File: src/rtl/fade_envelope_slot_engine_assert.svh
// Assertion macros for the fade envelope slot engine.
// Included by the top level; uses only clock and reset from the includer.
`ifndef FADE_ENVELOPE_SLOT_ENGINE_ASSERT_SVH
`define FADE_ENVELOPE_SLOT_ENGINE_ASSERT_SVH
// implication checked every clock outside reset
`define FES_ASSERT_IMP(label, pre, post) \
   label: assert property (@(posedge clock) disable iff (reset) (pre) |-> (post)) \
      else $error("fes check failed");
// implication checked in the next clock
`define FES_ASSERT_NEXT(label, pre, post) \
   label: assert property (@(posedge clock) disable iff (reset) (pre) |=> (post)) \
      else $error("fes check failed");
`endif

File: src/rtl/fes_pkg.sv
// Package for the fade envelope slot engine: word types, codes, constants.
// No dependencies.
`timescale 1ns / 1ps
package fes_pkg;
   localparam int SLOTS = 8;
   localparam int SLOT_W = $clog2(SLOTS);
   localparam int CNT_W = $clog2(SLOTS + 1);
   localparam logic [17:0] LIFE_MAX = 18'h3FFFF;

   localparam logic CMD_ADD = 1'b0;
   localparam logic CMD_TICK = 1'b1;
   localparam logic [1:0] ST_OK = 2'd0;
   localparam logic [1:0] ST_DUP = 2'd1;
   localparam logic [1:0] ST_FULL = 2'd2;
   localparam logic REG_MERGE = 1'b0;
   localparam logic REG_HOLD = 1'b1;

   typedef struct packed {
      logic        cmd;
      logic [15:0] pos_x;
      logic [15:0] pos_y;
      logic [15:0] pos_z;
      logic [15:0] fade_in;
      logic [15:0] fade_out;
      logic [15:0] hold_time;
      logic [15:0] radius;
      logic [3:0]  fx_kind;
      logic [15:0] elapsed;
   } req_word_type;

   typedef struct packed {
      logic        report_kind;
      logic [1:0]  status;
      logic [2:0]  slot;
      logic [15:0] out_x;
      logic [15:0] out_y;
      logic [15:0] out_z;
      logic [7:0]  strength;
      logic [11:0] radius_whole;
      logic [3:0]  out_kind;
      logic        live;
      logic [3:0]  live_count;
      logic        last;
   } rsp_word_type;

   // controller to datapath commands
   typedef struct packed {
      logic              load;      // capture request word
      logic              clr_acc;   // clear dup/free/count scan flags
      logic              scan;      // add: check slot idx
      logic              commit;    // add: write slot and emit status
      logic              env;       // tick: compute life and phase
      logic              div_start; // tick: launch ramp division
      logic              upd;       // tick: store result, emit report
      logic [SLOT_W-1:0] idx;
   } ctl_type;

   // datapath status to controller
   typedef struct packed {
      logic cmd;
      logic need_div;
      logic div_done;
   } sts_type;
endpackage

File: src/rtl/fes_divider.sv
// Restoring divider for ramp factors: 26-bit numerator by 16-bit divisor.
// Uses fes_pkg; one quotient bit per clock.
`timescale 1ns / 1ps
module fes_divider
   import fes_pkg::*;
(
   input  logic        clock,
   input  logic        reset,
   input  logic        start,
   input  logic [25:0] num,
   input  logic [15:0] den,
   output logic        done,
   output logic [25:0] quo
);
   logic [25:0] q_ff, q_in;
   logic [16:0] r_ff, r_in;
   logic [15:0] d_ff, d_in;
   logic [4:0]  n_ff, n_in;
   logic        busy_ff, busy_in, done_ff, done_in;
   logic [16:0] trial;

   // shift one numerator bit in, subtract when it fits
   always_comb begin
      q_in = q_ff; r_in = r_ff; d_in = d_ff; n_in = n_ff;
      busy_in = busy_ff; done_in = 1'b0;
      trial = {r_ff[15:0], q_ff[25]};
      if (start) begin
         q_in = num; r_in = '0; d_in = den; n_in = 5'd0; busy_in = 1'b1;
      end else if (busy_ff) begin
         if (trial >= {1'b0, d_ff}) begin
            r_in = trial - {1'b0, d_ff};
            q_in = {q_ff[24:0], 1'b1};
         end else begin
            r_in = trial;
            q_in = {q_ff[24:0], 1'b0};
         end
         n_in = n_ff + 5'd1;
         if (n_ff == 5'd25) begin
            busy_in = 1'b0; done_in = 1'b1;
         end
      end
   end

   always_ff @(posedge clock) begin
      if (reset) begin
         busy_ff <= 1'b0; done_ff <= 1'b0;
      end else begin
         busy_ff <= busy_in; done_ff <= done_in;
      end
      q_ff <= q_in; r_ff <= r_in; d_ff <= d_in; n_ff <= n_in;
   end

   assign done = done_ff;
   assign quo = q_ff;
endmodule

File: src/rtl/fes_datapath.sv
// Datapath of the fade envelope slot engine: slot table, distance check,
// envelope and response word. Uses fes_pkg and fes_divider.
`timescale 1ns / 1ps
module fes_datapath
   import fes_pkg::*;
(
   input  logic         clock,
   input  logic         reset,
   input  ctl_type      ctl,
   output sts_type      sts,
   input  req_word_type req_word,
   input  logic         csr_we,
   input  logic [0:0]   csr_index,
   input  logic [31:0]  csr_wdata,
   output logic         rsp_strobe,
   output rsp_word_type rsp_word,
   output logic         engine_on
);
   logic [31:0] merge_ff;
   logic [7:0]  hold_ff;
   req_word_type req_ff;
   logic [SLOTS-1:0] valid_ff, valid_in;
   logic [15:0] sx_ff [SLOTS], sy_ff [SLOTS], sz_ff [SLOTS], srad_ff [SLOTS];
   logic [15:0] sfi_ff [SLOTS], shold_ff [SLOTS], sfo_ff [SLOTS];
   logic [3:0]  skind_ff [SLOTS];
   logic [17:0] slife_ff [SLOTS];
   logic        dup_ff, dup_in, free_ok_ff, free_ok_in, engine_ff, engine_in;
   logic [SLOT_W-1:0] free_ff, free_in;
   logic [CNT_W-1:0]  count_ff, count_in;
   logic [17:0] life_ff;
   logic [1:0]  phase_ff;   // 0 ramp up, 1 hold, 2 ramp down, 3 expired
   logic [25:0] div_num;
   logic [15:0] div_den;
   logic        div_done;
   logic [25:0] quo;
   rsp_word_type rsp_ff, rsp_in;
   logic        strobe_ff, strobe_in;

   // distance terms for the scanned slot
   logic signed [16:0] dx, dy, dz;
   logic [33:0] d2x, d2y, d2z;
   logic [35:0] dist_sq;
   logic [18:0] life_sum;
   logic [17:0] life_new, t1, t2;
   logic [7:0]  ramp_f;
   always_comb begin
      dx = 17'(signed'(sx_ff[ctl.idx])) - 17'(signed'(req_ff.pos_x));
      dy = 17'(signed'(sy_ff[ctl.idx])) - 17'(signed'(req_ff.pos_y));
      dz = 17'(signed'(sz_ff[ctl.idx])) - 17'(signed'(req_ff.pos_z));
      d2x = 34'(dx * dx);
      d2y = 34'(dy * dy);
      d2z = 34'(dz * dz);
      dist_sq = 36'(d2x) + 36'(d2y) + 36'(d2z);
      life_sum = 19'(slife_ff[ctl.idx]) + 19'(req_ff.elapsed);
      life_new = life_sum[18] ? LIFE_MAX : life_sum[17:0];
      t1 = 18'(sfi_ff[ctl.idx]) + 18'(shold_ff[ctl.idx]);
      t2 = t1 + 18'(sfo_ff[ctl.idx]);
      if (phase_ff == 2'd0) begin
         div_num = {life_ff, 8'd0};
         div_den = sfi_ff[ctl.idx];
      end else begin
         div_num = {18'(t2 - life_ff), 8'd0};
         div_den = sfo_ff[ctl.idx];
      end
      ramp_f = (quo > 26'(hold_ff)) ? hold_ff : quo[7:0];
   end

   fes_divider u_div (
      .clock(clock), .reset(reset), .start(ctl.div_start),
      .num(div_num), .den(div_den), .done(div_done), .quo(quo)
   );

   // only a live slot ever asks for a ramp division
   assign sts.cmd = req_ff.cmd;
   assign sts.need_div = valid_ff[ctl.idx] &&
                         ((phase_ff == 2'd0 && sfi_ff[ctl.idx] != 16'd0) || phase_ff == 2'd2);
   assign sts.div_done = div_done;

   // scan flags, valid bits and response
   always_comb begin
      dup_in = dup_ff; free_ok_in = free_ok_ff; free_in = free_ff;
      count_in = count_ff; valid_in = valid_ff; engine_in = engine_ff;
      rsp_in = '0; strobe_in = 1'b0;
      if (ctl.clr_acc) begin
         dup_in = 1'b0; free_ok_in = 1'b0; free_in = '0; count_in = '0;
      end
      if (ctl.scan) begin
         if (valid_ff[ctl.idx]) begin
            if (dist_sq < 36'(merge_ff) && srad_ff[ctl.idx] >= req_ff.radius) dup_in = 1'b1;
         end else if (!free_ok_ff) begin
            free_ok_in = 1'b1; free_in = ctl.idx;
         end
      end
      if (ctl.commit) begin
         strobe_in = 1'b1;
         rsp_in.last = 1'b1;
         if (dup_ff) rsp_in.status = ST_DUP;
         else if (!free_ok_ff) rsp_in.status = ST_FULL;
         else begin
            rsp_in.status = ST_OK;
            rsp_in.slot = 3'(free_ff);
            valid_in[free_ff] = 1'b1;
            engine_in = 1'b1;
         end
      end
      if (ctl.upd) begin
         strobe_in = 1'b1;
         rsp_in.report_kind = 1'b1;
         rsp_in.slot = 3'(ctl.idx);
         if (valid_ff[ctl.idx]) begin
            if (phase_ff == 2'd3) valid_in[ctl.idx] = 1'b0;
            else begin
               count_in = count_ff + CNT_W'(1);
               rsp_in.out_x = sx_ff[ctl.idx];
               rsp_in.out_y = sy_ff[ctl.idx];
               rsp_in.out_z = sz_ff[ctl.idx];
               rsp_in.radius_whole = srad_ff[ctl.idx][15:4];
               rsp_in.out_kind = skind_ff[ctl.idx];
               rsp_in.live = 1'b1;
               if (phase_ff == 2'd1) rsp_in.strength = hold_ff;
               else if (sts.need_div) rsp_in.strength = ramp_f;
               else rsp_in.strength = 8'd0;
            end
         end
         if (ctl.idx == '0) begin
            rsp_in.last = 1'b1;
            rsp_in.live_count = 4'(count_in);
            if (count_in == '0) engine_in = 1'b0;
         end
      end
   end

   always_ff @(posedge clock) begin
      if (reset) begin
         merge_ff <= 32'd1024; hold_ff <= 8'd253;
         valid_ff <= '0; engine_ff <= 1'b0; strobe_ff <= 1'b0;
      end else begin
         if (csr_we && csr_index == REG_MERGE) merge_ff <= csr_wdata;
         if (csr_we && csr_index == REG_HOLD) hold_ff <= csr_wdata[7:0];
         valid_ff <= valid_in; engine_ff <= engine_in; strobe_ff <= strobe_in;
      end
      dup_ff <= dup_in; free_ok_ff <= free_ok_in; free_ff <= free_in;
      count_ff <= count_in; rsp_ff <= rsp_in;
      if (ctl.load) req_ff <= req_word;
      // store new slot
      if (ctl.commit && !dup_ff && free_ok_ff) begin
         sx_ff[free_ff] <= req_ff.pos_x; sy_ff[free_ff] <= req_ff.pos_y;
         sz_ff[free_ff] <= req_ff.pos_z; srad_ff[free_ff] <= req_ff.radius;
         sfi_ff[free_ff] <= req_ff.fade_in; sfo_ff[free_ff] <= req_ff.fade_out;
         shold_ff[free_ff] <= req_ff.hold_time; skind_ff[free_ff] <= req_ff.fx_kind;
         slife_ff[free_ff] <= '0;
      end
      // advance life and classify phase
      if (ctl.env) begin
         life_ff <= life_new;
         slife_ff[ctl.idx] <= life_new;
         if (life_new <= 18'(sfi_ff[ctl.idx])) phase_ff <= 2'd0;
         else if (life_new <= t1) phase_ff <= 2'd1;
         else if (life_new < t2) phase_ff <= 2'd2;
         else phase_ff <= 2'd3;
      end
   end

   assign rsp_strobe = strobe_ff;
   assign rsp_word = rsp_ff;
   assign engine_on = engine_ff;
endmodule

File: src/rtl/fes_control.sv
// Controller of the fade envelope slot engine: walks slots for add and tick.
// Uses fes_pkg; drives the datapath through ctl_type.
`timescale 1ns / 1ps
module fes_control
   import fes_pkg::*;
(
   input  logic    clock,
   input  logic    reset,
   input  logic    start,
   input  sts_type sts,
   output ctl_type ctl,
   output logic    busy
);
   typedef enum logic [2:0] {
      S_IDLE, S_DISPATCH, S_SCAN, S_COMMIT, S_ENV, S_DIV_GO, S_DIV_WAIT, S_UPD
   } state_type;
   state_type state_ff;
   logic [SLOT_W-1:0] idx_ff;

   always_comb begin
      ctl = '0;
      ctl.idx = idx_ff;
      case (state_ff)
         S_IDLE:     ctl.load = start;
         S_DISPATCH: ctl.clr_acc = 1'b1;
         S_SCAN:     ctl.scan = 1'b1;
         S_COMMIT:   ctl.commit = 1'b1;
         S_ENV:      ctl.env = 1'b1;
         S_DIV_GO:   ctl.div_start = sts.need_div;
         S_UPD:      ctl.upd = 1'b1;
         default:    ctl.load = 1'b0;
      endcase
   end

   assign busy = (state_ff != S_IDLE);

   // sequence: add scans upward, tick walks downward
   always_ff @(posedge clock) begin
      if (reset) begin
         state_ff <= S_IDLE; idx_ff <= '0;
      end else begin
         case (state_ff)
            S_IDLE: if (start) state_ff <= S_DISPATCH;
            S_DISPATCH: begin
               if (sts.cmd == CMD_ADD) begin
                  idx_ff <= '0; state_ff <= S_SCAN;
               end else begin
                  idx_ff <= SLOT_W'(SLOTS - 1); state_ff <= S_ENV;
               end
            end
            S_SCAN: begin
               if (idx_ff == SLOT_W'(SLOTS - 1)) state_ff <= S_COMMIT;
               else idx_ff <= idx_ff + SLOT_W'(1);
            end
            S_COMMIT: state_ff <= S_IDLE;
            S_ENV: state_ff <= S_DIV_GO;
            S_DIV_GO: state_ff <= sts.need_div ? S_DIV_WAIT : S_UPD;
            S_DIV_WAIT: if (sts.div_done) state_ff <= S_UPD;
            S_UPD: begin
               if (idx_ff == '0) state_ff <= S_IDLE;
               else begin
                  idx_ff <= idx_ff - SLOT_W'(1); state_ff <= S_ENV;
               end
            end
            default: state_ff <= S_IDLE;
         endcase
      end
   end
endmodule

File: src/rtl/fade_envelope_slot_engine.sv
// Fade envelope slot engine: an 8-slot effect table with fade envelopes.
// An add keeps busy high while it checks one slot per cycle, and returns one
// status word in the cycle after. A tick runs the one-bit-per-cycle ramp
// divider for each live slot that ramps, and returns one word per slot from the
// highest index down, live count on the last. Results appear one cycle each
// on rsp_strobe and cannot be stalled; start is taken only while busy is low.
`timescale 1ns / 1ps
`include "fade_envelope_slot_engine_assert.svh"
module fade_envelope_slot_engine
   import fes_pkg::*;
(
   input  logic         clock,
   input  logic         reset,
   input  logic         start,
   output logic         busy,
   input  req_word_type req_word,
   input  logic         csr_we,
   input  logic [0:0]   csr_index,
   input  logic [31:0]  csr_wdata,
   output logic         rsp_strobe,
   output rsp_word_type rsp_word
);
   ctl_type ctl;
   sts_type sts;
   logic    engine_on;

   fes_control u_ctl (
      .clock(clock), .reset(reset), .start(start), .sts(sts), .ctl(ctl), .busy(busy)
   );

   fes_datapath u_dp (
      .clock(clock), .reset(reset), .ctl(ctl), .sts(sts), .req_word(req_word),
      .csr_we(csr_we), .csr_index(csr_index), .csr_wdata(csr_wdata),
      .rsp_strobe(rsp_strobe), .rsp_word(rsp_word), .engine_on(engine_on)
   );

   // a last tick word with nothing live leaves the engine off
   `FES_ASSERT_NEXT(a_engine_off, ctl.upd && ctl.idx == '0 && u_dp.count_in == '0, !engine_on)
   // add status words are always final
   `FES_ASSERT_IMP(a_add_last, rsp_strobe && !rsp_word.report_kind, rsp_word.last)
   // an accepted word makes the block busy
   `FES_ASSERT_NEXT(a_load_busy, start && !busy, busy)
endmodule

File: config.mk
export PLATFORM = sky130hd
export DESIGN_NAME = fade_envelope_slot_engine
export DESIGN_NICKNAME = d
export VERILOG_FILES = /design/src/rtl/fes_pkg.sv /design/src/rtl/fes_divider.sv /design/src/rtl/fes_datapath.sv /design/src/rtl/fes_control.sv /design/src/rtl/fade_envelope_slot_engine.sv
export VERILOG_INCLUDE_DIRS = /design/src /design/src/rtl
export SDC_FILE = /design/constraint.sdc
export NUM_CORES = 2
export LEC_CHECK = 0
export BUFFER_PORTS_ARGS = -buffer_cell sky130_fd_sc_hd__buf_2
export CORE_AREA = 2 2 356 534
export DETAILED_ROUTE_END_ITERATION = 12
export DIE_AREA = 0 0 358 536
export PLACE_DENSITY = 0.68
export SKIP_LAST_GASP = 1
export SYNTH_ARGS = -nofsm -noshare
export SYNTH_HDL_FRONTEND = slang
export SYNTH_SLANG_ARGS = --single-unit
export TNS_END_PERCENT = 20
File: constraint.sdc
create_clock -name clock -period 14.02 [get_ports clock]
set_input_delay 3.505 -clock clock [delete_from_list [all_inputs] [get_ports clock]]
set_output_delay 3.505 -clock clock [all_outputs]
set_load 0.05 [all_outputs]
== Yosys cells after proc, flatten, opt, wreduce, memory -nomap -nowiden ==
Memories as Yosys holds them, arrays and structs flattened. A register that Yosys moved wholly into a read port is not among the register bits.
Cells that the tools add are included.

* $add $sub $neg: 14
* $mul: 3
* $lt $le $gt $ge: 11
* Equality and inequality tests: 17
* Mux-type cells: 99
* Bitwise gates (word level): 8
* Reductions and logical operators: 27

{| class="wikitable"
|+ Operators by type and width
! operator !! number
|-
| two-way mux 73 bit || 2
|-
| multiplier 17 x 17 -> 34 bit || 3
|-
| two-way mux 3 bit || 34
|-
| two-way mux 81 bit || 1
|-
| two-way mux 26 bit || 3
|-
| two-way mux 8 bit || 9
|-
| subtractor 16 x 16 -> 17 bit || 3
|-
| adder 36 x 34 -> 36 bit || 1
|-
| less-than comparator 36 x 32 -> 1 bit || 1
|-
| two-way mux 18 bit || 2
|-
| adder 34 x 34 -> 35 bit || 1
|-
| two-way mux 1 bit || 35
|-
| two-way mux 16 bit || 2
|-
| > comparator 26 x 8 -> 1 bit || 1
|-
| case mux 3 bit (8 select lines) || 1
|-
| adder 18 x 16 -> 19 bit || 1
|-
| adder 18 x 16 -> 18 bit || 1
|-
| less-or-equal comparator 18 x 16 -> 1 bit || 1
|-
| less-or-equal comparator 18 bit || 1
|-
| less-than comparator 18 bit || 1
|-
| OR reduction 18 bit || 1
|-
| subtractor 18 bit || 1
|-
| adder 16 x 16 -> 17 bit || 1
|-
| greater-or-equal comparator 17 x 16 -> 1 bit || 1
|-
| other kinds (38) || 71
|}

* Register bits: 366
* RAM bits: 1072
* Input port bits: 170
* Output and inout bits: 86
* Word-level logic and storage cells: 230
* Memories kept: 9

{| class="wikitable"
|+ Memories
! memory !! words !! bits a word !! read ports !! clocked after memory_dff !! wr ports !! line !! text
|-
| u_dp.slife_ff || 8 || 18 || 1 || 1 || 1 || fes_datapath.sv:26 || <nowiki>logic [17:0] slife_ff [SLOTS];</nowiki>
|-
| u_dp.sfi_ff || 8 || 16 || 1 || 1 || 1 || fes_datapath.sv:24 || <nowiki>logic [15:0] sfi_ff [SLOTS], shold_ff [SLOTS], sfo_ff [SLOTS];</nowiki>
|-
| u_dp.sfo_ff || 8 || 16 || 1 || 1 || 1 || fes_datapath.sv:24 ||
|-
| u_dp.shold_ff || 8 || 16 || 1 || 1 || 1 || fes_datapath.sv:24 ||
|-
| u_dp.srad_ff || 8 || 16 || 1 || 1 || 1 || fes_datapath.sv:23 || <nowiki>logic [15:0] sx_ff [SLOTS], sy_ff [SLOTS], sz_ff [SLOTS], srad_ff [SLOTS];</nowiki>
|-
| u_dp.sx_ff || 8 || 16 || 1 || 1 || 1 || fes_datapath.sv:23 ||
|-
| 3 more memories || n/a || n/a || n/a || n/a || n/a || n/a ||
|}

== Longest topological paths before layout ==
* Word-level depth: 12
* Depth in mapped cells: 65
* Depth with buffers taken out: 59

== Hierarchy ==
Synthesis repeated with hierarchy kept, for this count alone.

* Cells, all modules: 7912
* Area total of the unflattened synthesis: 92372.3 µm²

{| class="wikitable"
|+ Modules (own cells, without submodules)
! module !! instances !! cells an instance !! area an instance (µm²) !! seq. area each (µm²)
|-
| fes_datapath || 1 || 7507 || 88174.6 || 39648.0
|-
| fes_divider || 1 || 333 || 3671.0 || 1721.7
|-
| fes_control || 1 || 72 || 526.8 || 120.1
|}

== Least setup slack after synthesis ==
Ideal clock, no wire load.

* Path kind: register to register
* Start: reg (tool-made name)
* End: reg u_dp.dup_ff
* Setup time: 101 ps
* Arrival: 13575 ps
* Data required time: 13919 ps
* Path slack: 344 ps
* Cell stages (with the launch flop): 59
* Buffers on the path: 6
* Period minus slack after synthesis: 13676 ps
* Path through: dfxtp_1 buf_6 buf_8 buf_6 buf_2 buf_1 mux4_2 mux2_2 fa_1 a21o_1 a21o_1 a21oi_1 o21ai_1 a211oi_1 o31ai_1 a21o_1 and2_1 o22ai_1 [... 23 more ...] ha_1 nand2_1 nor4_1 nand4_1 o21ai_0 xor2_1 ha_1 a21o_1 a221o_1 a21o_1 a21oi_1 xnor2_1 ha_1 nor2b_1 o21ai_0 nand2_1 or3_1 o41ai_1

{| class="wikitable"
|+ RTL lines
! element !! line !! text
|-
| end signal: assignment || fes_datapath.sv:142 || <nowiki>dup_ff <= dup_in; free_ok_ff <= free_ok_in; free_ff <= free_in;</nowiki>
|-
| end: declaration || fes_datapath.sv:27 || <nowiki>logic dup_ff, dup_in, free_ok_ff, free_ok_in, engine_ff, engine_in;</nowiki>
|}

==> metrics.md <==
| Metric | Value |
|---|---|
| Inst Count DP | `about 10000` |
| Synth unique cells | `100` |
| Worst hold path endpoint | `u_dp.merge_ff[16]` |
| DR pass1 iterations | `6` |
| Largest net degree at the start of global routing | `115` |
| Yosys top cell area share | `40.85%` |
| Core ar. | `roughly 0.19 mm2` |
| Wire length on met2 | `126.7 mm` |
| Fin util | `54.88%` |
| Slew margin rel. | `20.54%` |
| Final hold violation count | `0` |
| Reg2Reg Depth | `53` |
| Crit Reg-Reg Endpoint | `u_dp.dup_ff` |
| CP Max Fanout | `8` |
| DIE WIDTH | `358 um` |
| Worst setup path class | `reg2reg` |
| Syn Nets | `roughly 8900` |
| Slew @ Worst Pin | `between 1 and 1.5 ns` |
| Skew final | `around 0.077 ns` |
| Req. time, crit path | `14.68 ns` |
| Maximum clock path buffer count | `4` |
| Synthesis warning total | `0` |
| First DRT Iteration DRCs | `4336` |
| Gate Count Post-Synth | `about 7300` |
| CTS buffer count | `roughly 150` |
| Starting density of the core | `49.70%` |
| Fin. max-slew vios | `0` |
| Number of global-route vias before repair | `roughly 62000` |
| Top cell type by total area after synthesis | `edfxtp_1` |
| Die ar. | `0.1919 mm2` |
| Placed Area | `approximately 0.098 mm2` |
| Multi-input logic area | `between 0.04 and 0.05 mm2` |
| Fill cells | `15420` |
| Outcome | `complete, no violations` |
| DRC viols | `0` |
| Total GRT Usage | `25.52%` |
| Cell with the most instances after synthesis | `edfxtp_1` |
| Synth cell count leaders | `1267 x edfxtp_1, 1234 x inv_1, 821 x fa_1, 559 x ha_1, 471 x nor2_1` |
| Clock-pin slew on the worst setup and hold paths | `0.06 ns` |
| CTS tree | `yes` |
| Num rows | `195` |
| Crit-path max cell delay | `around 0.57 ns` |
| Post-CTS Hold Fix Bufs | `0` |
| Top post-synthesis cells by area | `edfxtp_1 41%, fa_1 18%, ha_1 7.5%` |
| HP Start | `u_dp.merge_ff[16]` |
| Seq cells post-synth | `1441` |
| M1 WL | `just over 90 mm` |
| H-tree depth | `4` |
| Area grow syn2layout | `10.41%` |
| Worst setup SP type | `register` |
| Root buf cell | `clkbuf_16` |
| Sink Count | `between 1000 and 1500` |
| Via-per-instance ratio | `roughly 5.7` |
| EDFF count, synth | `1267` |
| Die height | `approximately 540 um` |
| WL/cell | `23.81 um` |
| Main flop type after synthesis | `edfxtp_1` |
| ANT nets after route | `0` |
| Sequential cell area fraction in the yosys report | `44.59%` |
| Final period util | `95.77%` |
| Met3 wire len | `13.95 mm` |
| GRT Residual Overflow | `0` |
| Worst setup EP type | `register` |
| Max-cap viol count | `0` |
| Max stage delay cell, worst path | `fa_1` |
| Initial antenna violation count | `24` |
| Top layer in use | `met5` |
| Netlist Area Pre-Place | `0.09314 mm2` |
| Storage cell area | `0.04154 mm2` |
| Placer Congestion | `a little under 1` |
| Layout cells sized above 1 | `roughly 14%` |
| Final setup viols | `0` |
| Via count | `58460` |
| Nets@finish | `just over 9000` |
| Clk_lat worst skew | `0.82 ns` |
| Final Routed Wirelength | `243.8 mm` |
| Hold Path Class | `reg2reg` |
| Worst EP arrival | `14.08 ns` |
| Hold Path Stages | `2` |
| Wire length of the first global-routing pass | `roughly 370 mm` |
| Worst R2R Setup Slack | `0.59 ns` |
| Final HPWL DP | `177.6 mm` |
| Final std cells w/o fill | `10240` |
| Synth Area per Inst | `12.75 um2` |
| Worst path most repeated cell | `fa_1` |
| IO Port Bufs | `255` |
| Maximum clock rate | `0.07447 GHz` |
| Final instance area | `0.1028 mm2` |
| Synth async-reset ratio | `0%` |
| Crit path time final | `13.43 ns` |
| I/O pins | `256` |
-- worst max path at each step --
stage / to / start / slack, ns / cells past startpoint
detailed placement: u_dp.dup_ff / register / 0.11 / 54
global placement: u_dp.dup_ff / register / 0.26 / 54
floorplan: u_dp.dup_ff / register / 0.34 / 58
CTS: u_dp.dup_ff / register / 0.08 / 54
global route: u_dp.dup_ff / register / -0.06 / 53
finish: u_dp.dup_ff / register / 0.59 / 53
-- area by class of cell --
cell class              instances  area share [%]
flip-flops and latches       1441           40.40
inverters                    1253           4.577
diodes                          7         0.01703
well taps                    2462           2.996
clock inverters                61          0.5220
multi-input cells            4404           45.00
repair buffers                410           2.493
clock buffers                 198           3.999
-- through the flow --
stage          setup TNS (ns)  setup WS (ns)  hold slack [ns]
2_1_floorplan               0         0.3442           0.4291
3_3_place_gp                0         0.2594           0.4471
3_5_place_dp                0         0.1136           0.4503
4_1_cts                     0        0.07919           0.4665
5_1_grt              -0.06260       -0.06260           0.4792
6_report                    0         0.5924           0.4686
-- state kept, by name, summed over array words and instances (netlist names), 84 cells and up, named ones only --
signal,flops
u_dp.rsp_word,84
u_dp.sfi_ff,128
u_dp.sy_ff,128
u_dp.srad_ff,128
u_dp.shold_ff,128
u_dp.slife_ff,144
u_dp.sx_ff,128
u_dp.sz_ff,128
u_dp.req_ff,132
u_dp.sfo_ff,128
-- worst max-delay path, delay by kind of cell (launching register included) --
kind                       cells  cell delay [ns]
DFF                            1             0.42
AOI/OAI and AO/OA             21             4.10
adders and majority gates     11             4.67
muxes                          2             0.85
and+or+nand+nor                9             1.39
buffers and inverters          6             0.86
xor gates and xnor gates       4             0.97
-- per-layer routing --
layer  vias to the layer above  track usage, %
li1                      25850               -
met1                     30060           30.87
met2                      1982           45.67
met3                       545           3.327
met4                        22           10.63
met5                         -               0
-- repair_timing --
| item | in CTS | in global routing |
|---|---|---|
| endpoints found under the setup margin | 0 | 1 |
| gates resized for setup | 0 | 32 |
| buffers inserted | 0 | 12 |
-- logic make-up (layout without fill, tap and decap cells) --
family          after synthesis  count (layout)  synth area share (%)
simple gates               1408            1408                 6.909
other cells                   0               7                     0
compound gates              908             908                 6.310
xor+xnor                    283             283                 2.661
flops                      1441            1441                 44.59
buf+inv                    1462            1922                 6.002
fa+ha+maj                  1380            1380                 25.16
mux                         425             425                 8.371
-- cell usage in the layout, fill, tap and decap left out, types with 29 or more instances in the layout --
master	n
edfxtp_1	1267
inv_1	1229
fa_1	820
ha_1	558
nor2_1	462
nand2_1	451
a21oi_1	310
mux4_2	270
buf_2	255
xnor2_1	188
dfxtp_1	171
clkbuf_16	149
buf_4	144
o21ai_0	126
a21o_1	123
mux2_2	116
and3_1	91
xor2_1	90
nand3_1	64
and2_1	59
nor3_1	52
o21a_1	49
nand2b_1	42
a211oi_1	39
nor2b_1	37
mux2i_1	33
a31oi_1	33
clkbuf_1	29
Power is left out: the tool's default activity adds up to more than one toggle a clock period on the data nets, which glitch-free logic cannot reach.
